$ cat src/rtl/core/fsp_pkg.sv
// ---------------------------------------------------------------------------
// fsp_pkg: frame set parser shared types and constants
// Parse phases, result kinds, the result record and the flag decode helpers.
// ---------------------------------------------------------------------------
package fsp_pkg;

   typedef enum logic [3:0] {
      PH_ID    = 4'd0,
      PH_SEQ   = 4'd1,
      PH_FLAGS = 4'd2,
      PH_LEN   = 4'd3,
      PH_REL   = 4'd4,
      PH_SQD   = 4'd5,
      PH_ORD   = 4'd6,
      PH_CHAN  = 4'd7,
      PH_FCNT  = 4'd8,
      PH_FID   = 4'd9,
      PH_FIDX  = 4'd10,
      PH_PAY   = 4'd11
   } phase_type;

   localparam logic [2:0] KIND_HEADER      = 3'd0;
   localparam logic [2:0] KIND_FRAG_HEADER = 3'd1;
   localparam logic [2:0] KIND_PAYLOAD     = 3'd2;
   localparam logic [2:0] KIND_OK          = 3'd3;
   localparam logic [2:0] KIND_TRUNCATED   = 3'd4;

   localparam logic [7:0]  REL_MASK  = 8'b1110_0000;
   localparam logic [7:0]  FRAG_MASK = 8'b0001_0000;
   localparam logic [16:0] ROUND_UP  = 17'd7;

   typedef struct packed {
      logic [2:0]  kind;
      logic [23:0] set_sequence;
      logic [2:0]  reliability;
      logic [15:0] payload_bits;
      logic [23:0] reliable_index;
      logic [23:0] sequenced_index;
      logic [23:0] ordered_index;
      logic [7:0]  order_channel;
      logic [31:0] compound_size;
      logic [15:0] compound_id;
      logic [31:0] fragment_index;
      logic [7:0]  payload_data;
   } result_type;

   function automatic logic [2:0] rel_class(input logic [7:0] flags);
      logic [7:0] m;
      m = flags & REL_MASK;
      return m[7:5];
   endfunction

   function automatic logic has_reliable(input logic [7:0] flags);
      logic [2:0] r;
      r = rel_class(flags);
      return (r == 3'd2) || (r == 3'd3) || (r == 3'd4) || (r == 3'd6) || (r == 3'd7);
   endfunction

   function automatic logic has_sequenced(input logic [7:0] flags);
      logic [2:0] r;
      r = rel_class(flags);
      return (r == 3'd1) || (r == 3'd4);
   endfunction

   function automatic logic has_ordered(input logic [7:0] flags);
      logic [2:0] r;
      r = rel_class(flags);
      return (r == 3'd1) || (r == 3'd3) || (r == 3'd4) || (r == 3'd7);
   endfunction

   function automatic logic has_fragment(input logic [7:0] flags);
      return (flags & FRAG_MASK) != 8'd0;
   endfunction

   // first present field after phase p, PH_PAY when the header is complete
   function automatic phase_type next_field(input phase_type p, input logic [7:0] flags);
      phase_type n;
      if (p < PH_REL && has_reliable(flags)) n = PH_REL;
      else if (p < PH_SQD && has_sequenced(flags)) n = PH_SQD;
      else if (p < PH_ORD && has_ordered(flags)) n = PH_ORD;
      else if (p < PH_CHAN && has_ordered(flags)) n = PH_CHAN;
      else if (p < PH_FCNT && has_fragment(flags)) n = PH_FCNT;
      else if (p < PH_FID && has_fragment(flags)) n = PH_FID;
      else if (p < PH_FIDX && has_fragment(flags)) n = PH_FIDX;
      else n = PH_PAY;
      return n;
   endfunction

   // little-endian 24-bit insert of byte b at byte position pos
   function automatic logic [23:0] le24(input logic [23:0] old, input logic [7:0] b,
                                        input logic [1:0] pos);
      logic [23:0] v;
      v = old;
      case (pos)
         2'd0: v[7:0]   = v[7:0] | b;
         2'd1: v[15:8]  = v[15:8] | b;
         2'd2: v[23:16] = v[23:16] | b;
         default: v = old;
      endcase
      return v;
   endfunction

endpackage

$ cat src/rtl/core/frame_set_parser.sv
// ---------------------------------------------------------------------------
// frame_set_parser: frame set datagram parser
// Takes one datagram byte per transaction and returns frame headers, payload
// bytes and an end of datagram status as result transactions.
// ---------------------------------------------------------------------------
//   channel | direction | handshake            | payload
//   req     | in        | req_valid/req_stall  | data_byte, end_of_datagram
//   rsp     | out       | rsp_valid/rsp_stall  | kind and frame fields
//
// One byte per cycle is accepted while req_stall is low; the byte is decoded
// in the same cycle and its results are written into a three entry result
// queue. A byte giving two results (last header or payload byte with end of
// datagram) yields two output transactions; req_stall rises while the queue
// cannot hold two more results.
// Reset clears the parse state and empties the queue.
module frame_set_parser
   import fsp_pkg::*;
(
   input  logic        clock,
   input  logic        reset,
   input  logic        req_valid,
   output logic        req_stall,
   input  logic [7:0]  req_data_byte,
   input  logic        req_end_of_datagram,
   output logic        rsp_valid,
   input  logic        rsp_stall,
   output logic [2:0]  rsp_kind,
   output logic [23:0] rsp_set_sequence,
   output logic [2:0]  rsp_reliability,
   output logic [15:0] rsp_payload_bits,
   output logic [23:0] rsp_reliable_index,
   output logic [23:0] rsp_sequenced_index,
   output logic [23:0] rsp_ordered_index,
   output logic [7:0]  rsp_order_channel,
   output logic [31:0] rsp_compound_size,
   output logic [15:0] rsp_compound_id,
   output logic [31:0] rsp_fragment_index,
   output logic [7:0]  rsp_payload_data
);

   result_type q_ff [3];
   result_type q_in [3];
   logic [1:0] count_ff, count_in, count_left;
   logic       pop, take;
   result_type res0, res1;
   logic [1:0] res_count;

   assign pop        = rsp_valid && !rsp_stall;
   assign count_left = pop ? count_ff - 2'd1 : count_ff;
   assign req_stall  = (count_left > 2'd1);
   assign take       = req_valid && !req_stall;

   fsp_parser u_parser (
      .clock           (clock),
      .reset           (reset),
      .take            (take),
      .data_byte       (req_data_byte),
      .end_of_datagram (req_end_of_datagram),
      .res0            (res0),
      .res1            (res1),
      .res_count       (res_count)
   );

   always_comb begin
      q_in     = q_ff;
      count_in = count_left;
      if (pop) begin
         q_in[0] = q_ff[1];
         q_in[1] = q_ff[2];
      end
      if (take) begin
         if (res_count != 2'd0) q_in[count_left] = res0;
         if (res_count == 2'd2) q_in[count_left + 2'd1] = res1;
         count_in = count_left + res_count;
      end
   end

   always_ff @(posedge clock) begin
      q_ff <= q_in;
      if (reset) begin
         count_ff <= 2'd0;
      end else begin
         count_ff <= count_in;
      end
   end

   assign rsp_valid           = (count_ff != 2'd0);
   assign rsp_kind            = q_ff[0].kind;
   assign rsp_set_sequence    = q_ff[0].set_sequence;
   assign rsp_reliability     = q_ff[0].reliability;
   assign rsp_payload_bits    = q_ff[0].payload_bits;
   assign rsp_reliable_index  = q_ff[0].reliable_index;
   assign rsp_sequenced_index = q_ff[0].sequenced_index;
   assign rsp_ordered_index   = q_ff[0].ordered_index;
   assign rsp_order_channel   = q_ff[0].order_channel;
   assign rsp_compound_size   = q_ff[0].compound_size;
   assign rsp_compound_id     = q_ff[0].compound_id;
   assign rsp_fragment_index  = q_ff[0].fragment_index;
   assign rsp_payload_data    = q_ff[0].payload_data;

endmodule

$ cat src/rtl/core/fsp_parser.sv
// ---------------------------------------------------------------------------
// fsp_parser: byte-serial frame set field decoder
// Tracks the parse phase and held fields, and forms up to two results per byte.
// ---------------------------------------------------------------------------
module fsp_parser
   import fsp_pkg::*;
(
   input  logic       clock,
   input  logic       reset,
   input  logic       take,
   input  logic [7:0] data_byte,
   input  logic       end_of_datagram,
   output result_type res0,
   output result_type res1,
   output logic [1:0] res_count
);

   phase_type   phase_ff, phase_in;
   logic [2:0]  cnt_ff, cnt_in, cnt_inc;
   logic [7:0]  flags_ff, flags_in;
   logic [23:0] seq_ff, seq_in;
   logic [15:0] len_ff, len_in;
   logic [23:0] rel_ff, rel_in;
   logic [23:0] sqd_ff, sqd_in;
   logic [23:0] ord_ff, ord_in;
   logic [7:0]  chan_ff, chan_in;
   logic [31:0] fcnt_ff, fcnt_in;
   logic [15:0] fid_ff, fid_in;
   logic [31:0] fidx_ff, fidx_in;
   logic [13:0] rem_ff, rem_in, rem_dec;
   logic [16:0] rem_sum;
   phase_type   adv_phase;
   logic        adv, hdr_done, pay_byte, eod_hit, eod_ok;
   result_type  first_res, eod_res;

   assign cnt_inc = cnt_ff + 3'd1;
   assign rem_dec = (rem_ff != 14'd0) ? rem_ff - 14'd1 : rem_ff;
   assign rem_sum = {1'b0, len_in} + ROUND_UP;

   always_comb begin
      phase_in  = phase_ff;
      cnt_in    = cnt_ff;
      flags_in  = flags_ff;
      seq_in    = seq_ff;
      len_in    = len_ff;
      rel_in    = rel_ff;
      sqd_in    = sqd_ff;
      ord_in    = ord_ff;
      chan_in   = chan_ff;
      fcnt_in   = fcnt_ff;
      fid_in    = fid_ff;
      fidx_in   = fidx_ff;
      rem_in    = rem_ff;
      adv       = 1'b0;
      hdr_done  = 1'b0;
      pay_byte  = 1'b0;
      eod_hit   = 1'b0;
      eod_ok    = 1'b0;
      adv_phase = next_field(phase_ff, flags_ff);
      if (take) begin
         unique case (phase_ff)
            PH_ID: begin
               seq_in   = 24'd0;
               cnt_in   = 3'd0;
               phase_in = PH_SEQ;
            end
            PH_SEQ: begin
               seq_in = le24(seq_ff, data_byte, cnt_ff[1:0]);
               cnt_in = cnt_inc;
               if (cnt_inc >= 3'd3) begin
                  cnt_in   = 3'd0;
                  phase_in = PH_FLAGS;
               end
            end
            PH_FLAGS: begin
               flags_in = data_byte;
               len_in   = 16'd0;
               rel_in   = 24'd0;
               sqd_in   = 24'd0;
               ord_in   = 24'd0;
               chan_in  = 8'd0;
               fcnt_in  = 32'd0;
               fid_in   = 16'd0;
               fidx_in  = 32'd0;
               cnt_in   = 3'd0;
               phase_in = PH_LEN;
            end
            PH_LEN: begin
               len_in = {len_ff[7:0], data_byte};
               cnt_in = cnt_inc;
               adv    = (cnt_inc >= 3'd2);
            end
            PH_REL: begin
               rel_in = le24(rel_ff, data_byte, cnt_ff[1:0]);
               cnt_in = cnt_inc;
               adv    = (cnt_inc >= 3'd3);
            end
            PH_SQD: begin
               sqd_in = le24(sqd_ff, data_byte, cnt_ff[1:0]);
               cnt_in = cnt_inc;
               adv    = (cnt_inc >= 3'd3);
            end
            PH_ORD: begin
               ord_in = le24(ord_ff, data_byte, cnt_ff[1:0]);
               cnt_in = cnt_inc;
               adv    = (cnt_inc >= 3'd3);
            end
            PH_CHAN: begin
               chan_in = data_byte;
               adv     = 1'b1;
            end
            PH_FCNT: begin
               fcnt_in = {fcnt_ff[23:0], data_byte};
               cnt_in  = cnt_inc;
               adv     = (cnt_inc >= 3'd4);
            end
            PH_FID: begin
               fid_in = {fid_ff[7:0], data_byte};
               cnt_in = cnt_inc;
               adv    = (cnt_inc >= 3'd2);
            end
            PH_FIDX: begin
               fidx_in = {fidx_ff[23:0], data_byte};
               cnt_in  = cnt_inc;
               adv     = (cnt_inc >= 3'd4);
            end
            PH_PAY: begin
               pay_byte = 1'b1;
               rem_in   = rem_dec;
               if (rem_dec == 14'd0) phase_in = PH_FLAGS;
            end
            default: begin
               phase_in = PH_ID;
               cnt_in   = 3'd0;
            end
         endcase
         if (adv) begin
            cnt_in = 3'd0;
            if (adv_phase == PH_PAY) begin
               hdr_done = 1'b1;
               rem_in   = rem_sum[16:3];
               phase_in = (rem_sum[16:3] != 14'd0) ? PH_PAY : PH_FLAGS;
            end else begin
               phase_in = adv_phase;
            end
         end
         if (end_of_datagram) begin
            eod_hit  = 1'b1;
            eod_ok   = (phase_in == PH_FLAGS);
            phase_in = PH_ID;
            cnt_in   = 3'd0;
            rem_in   = 14'd0;
         end
      end
   end

   always_comb begin
      first_res = '0;
      eod_res   = '0;
      if (hdr_done) begin
         first_res.kind            = has_fragment(flags_ff) ? KIND_FRAG_HEADER : KIND_HEADER;
         first_res.set_sequence    = seq_ff;
         first_res.reliability     = rel_class(flags_ff);
         first_res.payload_bits    = len_in;
         first_res.reliable_index  = rel_in;
         first_res.sequenced_index = sqd_in;
         first_res.ordered_index   = ord_in;
         first_res.order_channel   = chan_in;
         first_res.compound_size   = fcnt_in;
         first_res.compound_id     = fid_in;
         first_res.fragment_index  = fidx_in;
      end else if (pay_byte) begin
         first_res.kind         = KIND_PAYLOAD;
         first_res.set_sequence = seq_ff;
         first_res.payload_data = data_byte;
      end
      if (eod_ok) begin
         eod_res.kind         = KIND_OK;
         eod_res.set_sequence = seq_in;
      end else begin
         eod_res.kind = KIND_TRUNCATED;
      end
      if (hdr_done || pay_byte) begin
         res0      = first_res;
         res1      = eod_res;
         res_count = eod_hit ? 2'd2 : 2'd1;
      end else begin
         res0      = eod_res;
         res1      = eod_res;
         res_count = eod_hit ? 2'd1 : 2'd0;
      end
   end

   always_ff @(posedge clock) begin
      if (reset) begin
         phase_ff <= PH_ID;
         cnt_ff   <= 3'd0;
         flags_ff <= 8'd0;
         seq_ff   <= 24'd0;
         len_ff   <= 16'd0;
         rel_ff   <= 24'd0;
         sqd_ff   <= 24'd0;
         ord_ff   <= 24'd0;
         chan_ff  <= 8'd0;
         fcnt_ff  <= 32'd0;
         fid_ff   <= 16'd0;
         fidx_ff  <= 32'd0;
         rem_ff   <= 14'd0;
      end else begin
         phase_ff <= phase_in;
         cnt_ff   <= cnt_in;
         flags_ff <= flags_in;
         seq_ff   <= seq_in;
         len_ff   <= len_in;
         rel_ff   <= rel_in;
         sqd_ff   <= sqd_in;
         ord_ff   <= ord_in;
         chan_ff  <= chan_in;
         fcnt_ff  <= fcnt_in;
         fid_ff   <= fid_in;
         fidx_ff  <= fidx_in;
         rem_ff   <= rem_in;
      end
   end

endmodule
$ cat config.mk
export PLATFORM = sky130hd
export DESIGN_NAME = frame_set_parser
export DESIGN_NICKNAME = d
export VERILOG_FILES = /design/src/rtl/core/fsp_pkg.sv /design/src/rtl/core/frame_set_parser.sv /design/src/rtl/core/fsp_parser.sv
export SDC_FILE = /design/constraint.sdc
export NUM_CORES = 2
export LEC_CHECK = 0
export ABC_AREA = 1
export BUFFER_PORTS_ARGS = -buffer_cell sky130_fd_sc_hd__clkbuf_2
export CAP_MARGIN = 10
export CORE_MARGIN = 3
export CORE_UTILIZATION = 49
export DETAILED_ROUTE_END_ITERATION = 10
export GPL_ROUTABILITY_DRIVEN = 0
export PLACE_DENSITY = 0.71
export SYNTH_ARGS = -nofsm -noshare
export SYNTH_HDL_FRONTEND = slang
export SYNTH_HIERARCHICAL = 1
export SYNTH_SLANG_ARGS = --single-unit
$ cat constraint.sdc
create_clock -name clock -period 8.73 [get_ports clock]
set_input_delay 0.4365 -clock clock [delete_from_list [all_inputs] [get_ports clock]]
set_output_delay 0.4365 -clock clock [all_outputs]
set_load 0.1 [all_outputs]
Word level (Yosys, flattened, before mapping)
Index checks and enable logic that the tools add are counted.
{"block": "classes", "add_sub_neg": 6, "magnitude_cmp": 15, "n_eq_ne": 23, "mux": 90, "bitwise_logic": 14, "n_reduce_logical": 37}
{"op": "642-bit two-way mux", "n": 4}
{"op": "642-bit bitwise mux", "n": 2}
{"op": "214-bit demux with 2-bit select", "n": 2}
{"op": "214-bit two-way mux", "n": 3}
{"op": "428-bit two-way mux", "n": 1}
{"op": "24-bit case mux with 2 select lines", "n": 4}
{"op": "179-bit two-way mux", "n": 1}
{"op": "32-bit case mux with 2 select lines", "n": 2}
{"op": "24-bit two-way mux", "n": 5}
{"op": "8-bit two-way mux", "n": 15}
{"op": "8-bit OR", "n": 12}
{"op": "14-bit two-way mux", "n": 5}
{"op": "32-bit two-way mux", "n": 2}
{"op": "16-bit case mux with 2 select lines", "n": 2}
{"op": "4-bit two-way mux", "n": 13}
{"op": "16-bit two-way mux", "n": 2}
{"op": "14-bit nonzero test", "n": 2}
{"op": "27-bit two-way mux", "n": 1}
{"op": "26-bit two-way mux", "n": 1}
{"op": "4-bit equality test, second input constant", "n": 5}
{"op": "4-bit case mux with 5 select lines", "n": 1}
{"op": "16-bit by 3-bit adder with 17-bit output, second input constant", "n": 1}
{"op": "4-bit by 3-bit equality test with 1-bit output, second input constant", "n": 4}
{"op": "4-bit by 3-bit less-than comparator with 1-bit output, second input constant", "n": 4}
{"op": "other kinds (37)", "n": 91}
{"block": "word_totals", "register_bits": 873, "in_bits": 13, "output_inout_bits": 216}

Longest topological paths before layout
{"block": "logic_depth", "word_depth": 24, "depth_mapped": 39, "depth_no_buf": 33}

Modules after synthesis
Netlist, hierarchy kept.
{"mod": "frame_set_parser", "instances": 1, "cells_per_inst": 6263, "area_per_inst_um2": 39903.3, "seq_area_each_um2": 15034.4}
{"mod": "fsp_parser", "instances": 1, "cells_per_inst": 1972, "area_per_inst_um2": 12969.9, "seq_area_each_um2": 4504.3}

Least setup slack after synthesis
Ideal clock, no wire load.
{"block": "synth_path", "path_kind": "register to register", "from": "reg count_ff[0]", "to": "reg q_ff[19] in the netlist's numbering, data pin", "setup_ns": 0.249, "arrival_ns": 6.872, "required_time_ns": 8.481, "path_slack_ns": 1.608, "path_stages_with_launch": 28, "n_path_buf": 9, "period_less_slack_ns": 7.122, "cell_sequence": "dfxtp_1 -> inv_1 -> ha_1 -> buf_4 -> nor2_4 -> buf_6 -> nand2_2 -> nand2_8 -> nand2_4 -> inv_2 -> buf_4 -> buf_2 -> buf_2 -> inv_1 -> clkbuf_1 -> nor2_1 -> nor2_1 -> inv_2 -> buf_2 -> ha_1 -> nor2_2 -> inv_2 -> clkbuf_1 -> clkbuf_1 -> nand3_1 -> nand3_1 -> nand2_1 -> inv_1"}
{"block": "synth_between", "elab_chain_len": 14}
{"item": "start, declared", "line": "frame_set_parser.sv:43", "text": "logic [1:0] count_ff, count_in, count_left;"}
{"item": "start signal, assigned", "line": "frame_set_parser.sv:83", "text": "count_ff <= count_in;"}
{"item": "branches (longest 2 deep; another with 2-bit by 1-bit subtractor with 2-bit output)"}
{"item": "2-bit two-way mux *", "line": "frame_set_parser.sv:49", "text": "assign count_left = pop ? count_ff - 2'd1 : count_ff;"}
{"item": "2-bit by 1-bit > comparator with 1-bit output *", "line": "frame_set_parser.sv:50", "text": "assign req_stall = (count_left > 2'd1);"}
{"item": "1-bit zero test *", "line": "frame_set_parser.sv:51", "text": "assign take = req_valid && !req_stall;"}
{"item": "1-bit logical AND *", "line": "frame_set_parser.sv:51"}
{"item": "via take", "line": "frame_set_parser.sv:44", "text": "logic pop, take;"}
{"item": "1-bit two-way mux", "line": "fsp_parser.sv:60", "text": "if (take) begin"}
{"item": "1-bit two-way mux (tied with other cells)", "line": "fsp_parser.sv:190", "text": "res_count = eod_hit ? 2'd1 : 2'd0;"}
{"item": "2-bit two-way mux *", "line": "fsp_parser.sv:183", "text": "if (hdr_done || pay_byte) begin"}
{"item": "via res_count[0]", "line": "frame_set_parser.sv:46", "text": "logic [1:0] res_count;"}
{"item": "2-bit nonzero test", "line": "frame_set_parser.sv:72", "text": "if (res_count != 2'd0) q_in[count_left] = res0;"}
{"item": "642-bit two-way mux", "line": "frame_set_parser.sv:72"}
{"item": "642-bit two-way mux", "line": "frame_set_parser.sv:71", "text": "if (take) begin"}
{"item": "642-bit bitwise mux", "line": "frame_set_parser.sv:73", "text": "if (res_count == 2'd2) q_in[count_left + 2'd1] = res1;"}
{"item": "642-bit two-way mux *", "line": "frame_set_parser.sv:73"}
{"item": "end signal, assigned", "line": "frame_set_parser.sv:79", "text": "q_ff <= q_in;"}
{"item": "end, declared", "line": "frame_set_parser.sv:41", "text": "result_type q_ff [3];"}
Mark *: on every way through the listed nets, which the timed path passes. The select of a mux whose other input is x is not followed.
A chain may end at the register's enable or synchronous reset.

Worst setup path after layout
{"block": "layout_path", "from": "reg u_parser.phase_ff[3]", "to": "reg q_ff[38] in the netlist's numbering, data pin"}
{"block": "layout_between", "elab_chain_len": 20}
{"item": "start, declared", "line": "fsp_parser.sv:18", "text": "phase_type phase_ff, phase_in;"}
{"item": "start signal, assigned", "line": "fsp_parser.sv:210", "text": "phase_ff <= phase_in;"}
{"item": "4-bit less-than comparator", "line": "fsp_pkg.sv:84", "text": "else if (p < PH_FIDX && has_fragment(flags)) n = PH_FIDX;"}
{"item": "1-bit logical AND", "line": "fsp_pkg.sv:84"}
{"item": "1-bit two-way mux", "line": "fsp_pkg.sv:84"}
{"item": "4-bit two-way mux", "line": "fsp_pkg.sv:83", "text": "else if (p < PH_FID && has_fragment(flags)) n = PH_FID;"}
{"item": "4-bit two-way mux", "line": "fsp_pkg.sv:82", "text": "else if (p < PH_FCNT && has_fragment(flags)) n = PH_FCNT;"}
{"item": "4-bit two-way mux", "line": "fsp_pkg.sv:81", "text": "else if (p < PH_CHAN && has_ordered(flags)) n = PH_CHAN;"}
{"item": "4-bit two-way mux", "line": "fsp_pkg.sv:80", "text": "else if (p < PH_ORD && has_ordered(flags)) n = PH_ORD;"}
{"item": "4-bit two-way mux", "line": "fsp_pkg.sv:79", "text": "else if (p < PH_SQD && has_sequenced(flags)) n = PH_SQD;"}
{"item": "[... 5 more ...]"}
{"item": "1-bit logical OR *", "line": "fsp_parser.sv:183"}
{"item": "2-bit two-way mux *", "line": "fsp_parser.sv:183"}
{"item": "via res_count[0]", "line": "frame_set_parser.sv:46"}
{"item": "2-bit nonzero test", "line": "frame_set_parser.sv:72"}
{"item": "642-bit two-way mux", "line": "frame_set_parser.sv:72"}
{"item": "642-bit two-way mux", "line": "frame_set_parser.sv:71"}
{"item": "642-bit bitwise mux", "line": "frame_set_parser.sv:73"}
{"item": "642-bit two-way mux *", "line": "frame_set_parser.sv:73"}
Mark *: on every way through the listed nets, which the timed path passes. The rest lies on a longest branch. The select of a mux whose other input is x is not followed.

==> metrics.txt <==
Critical Path Sink Type register; router iterations before antenna repair 6; Power Density roughly 370 nW/um2; Synth Flop Type dfxtp_1; Slew Limit Headroom 20.7%; total vias in the final route 51046; Layout fillers 10655; clk slew on worst S/H paths 0.06 ns; Post-Syn Area roughly 53000 um2; Pleak between 20 and 30 nW; setup tns final 0 ns; vias in the first global route ~47000; initial antenna violation count 2; Hold Vio Cnt, Final 0; Synth Warn # 6; Slew @ Worst Pin roughly 1.2 ns; Seq/Total Area, Yosys 37.0%; Yosys cell types 53; CP Data Arrival Time roughly 7.8 ns; I/O Buffers 228; Slew Limit Fails 0; flops & latches, synth 869; first-pass GRT wire length 269 mm; postcts setup bufs 0; DR WL/cell between 15 and 20 um; CTS tree built; routed wire length 173 mm; crit path time final 7.34 ns; H-tree Lvls 3; Fmax achieved 0.136 GHz; Overall Power 20.3 mW; post-synth top area share 24.8%; Setup CP Type register to register; most frequent cell after synthesis nand2_1; CTS Buf Count 98; Max Cap Violations 0; die height 334 um; Crit path required time roughly 9 ns; Critical Path Source Type register; Clock Latency Late Sink 0.69 ns; hold_buf cts 0; starting DRC count in detailed routing 6412; synth cell count leaders 2557 x nand2_1, 974 x nor2_1, 957 x inv_1; mean post-synth cell area roughly 6.4 um2; Total GRT Usage ~30%; Total Die Area 112000 um2; area of the multi-input gates ~25000 um2; peak supply drop 0.398 mV; CTS resizes 0; vias per inst roughly 5.5; Max Fanout on Critical Path 98; Initial Util 49.8%; CTS sink cnt 869; area leader, netlist dfxtp_1; Setup Skew around 0.026 ns; layout cell share with drive strength beyond 1 7.06%; maximum number of pins on one net before global-route repair 239; Die X 334 um; RSZ-0062 raised after global routing false; Final setup viols 0; register area 19500 um2; Core Box Area 106000 um2; fin crit share 84.1%; min setup slack post-route 1.39 ns; synth top area cells dfxtp_1 25%, nand2_1 18%, edfxtp_1 12%, nor2_1 6.9%, inv_1 6.8%; post-route ant nets 0; status finished, final reports clean; async set or reset register ratio after synthesis 0%; Cells after Synth slightly above 8000; hold crit path type input pin to register; Post-synth EDFFs between 200 and 250; io pins ~230; Area Overhead vs Synth 3.70%; GRT overflow 0; root buf cell clkbuf_16; Rows 119; nets 7871; detailed placer's ending HPWL 100 mm; maximum clock insertion buffer count 3; number of remaining DRC errors 0; post-place setup slack around 1.7 ns; worst hold slack 0.127 ns
-- critical path, cell delays in order (launching register included) --
cell and delay, ns:
dfxtp_1 0.54, inv_2 0.13, nand2_1 0.23, nor2_1 0.07, buf_4 0.19, nor2_1 0.09
and2_1 0.19, o21ai_1 0.08, a21oi_1 0.17, nand2_1 0.12, nor2_2 0.60, inv_2 0.41
nor2_1 0.32, nor2_1 0.07, buf_4 0.24, inv_2 0.44, ha_1 0.43, nor2_4 0.49
buf_4 0.47, nand2_8 0.50, inv_6 0.81, nand2_1 0.12, nand2_1 0.11, inv_1 0.05
-- sequential cells by signal, indices dropped and copies added, names as in the netlist, 32 cells and up --
name,flops
u_parser/fcnt_ff,32
rsp_fragment_index,32
q_ff,428
rsp_compound_size,32
u_parser/fidx_ff,32
-- power breakdown --
| part | leakage, nW | switching, mW | internal [mW] |
|---|---|---|---|
| logic | 17.0 | 7.76 | 1.90 |
| clock network | 1.63 | 1.77 | 2.51 |
| registers | 7.49 | 0.766 | 5.62 |
| total | 26.1 | 10.3 | 10.0 |
-- cells by family (layout without fill, tap and decap cells) --
group                      count (synthesis)  count (layout)  share of synthesized area [%]
xor gates and xnor gates                  13              13                          0.215
other                                      1             188                        0.00709
and+or+nand+nor                         4234            4234                           32.7
muxes                                     55              55                           1.11
DFF                                      869             869                           37.0
adders and majority gates                  8               8                          0.189
AOI/OAI and AO/OA                       1113            1113                           11.2
buffers and inverters                   1942            1456                           17.6
-- per-stage QoR --
stage	cell area, um2	util, %	instances
after detailed placement	51500	48.5	9141
after global routing	54800	51.6	9327
final	54800	51.6	9327
after floorplan	53600	-	8421
after global placement	51500	48.5	9141
after CTS	54800	51.6	9326
-- area by class of cell --
cell class | instances | area share (%)
well taps | 1391 | 3.17
clock inverters | 32 | 0.650
inverters | 981 | 6.76
repair buffers | 290 | 3.13
clock buffers | 153 | 5.41
diodes | 1 | 0.00456
multi-input cells | 5610 | 45.2
flip-flops and latches | 869 | 35.6
-- layout by cell type, fill, tap and decap left out, types with 9 or more instances in the layout --
master	count
a21oi_1	182
a22oi_1	68
a31oi_1	16
buf_4	55
clkbuf_1	30
clkbuf_16	103
clkbuf_2	226
clkbuf_8	20
clkinv_1	11
clkinv_2	13
conb_1	187
dfxtp_1	655
edfxtp_1	214
inv_1	957
inv_2	12
mux2_2	27
mux2i_1	28
nand2_1	2555
nand2_2	12
nand3_1	279
nand4_1	204
nor2_1	973
nor2_2	24
nor3_1	139
o211ai_1	17
o21a_1	9
o21ai_0	516
o21ai_1	256
o22ai_1	25
or2_2	9
xor2_1	9
-- final timing paths --
check,from,to,slack [ns],cells after the start
setup / recovery,u_parser/phase_ff[3],q_ff[38],1.39,23
hold / removal,reset,u_parser/seq_ff[22],0.13,2
setup reg to reg,u_parser/phase_ff[3],q_ff[38],1.39,23
hold reg to reg,u_parser/cnt_ff[2],u_parser/cnt_ff[2],0.46,2
-- layer usage --
layer | part of all wire [%] | wire length (um) | GRT usage [%] | up-vias
met2 | 43 | 74900 | 46.1 | 2681
met3 | 11 | 18900 | 5.91 | 428
li1 | - | - | - | 24477
met5 | 0 | 0 | 0 | -
met1 | 41 | 71300 | 40.3 | 23460
met4 | 4.7 | 8160 | 14.2 | 0
No activity file was read; power rests on OpenSTA's default activity.
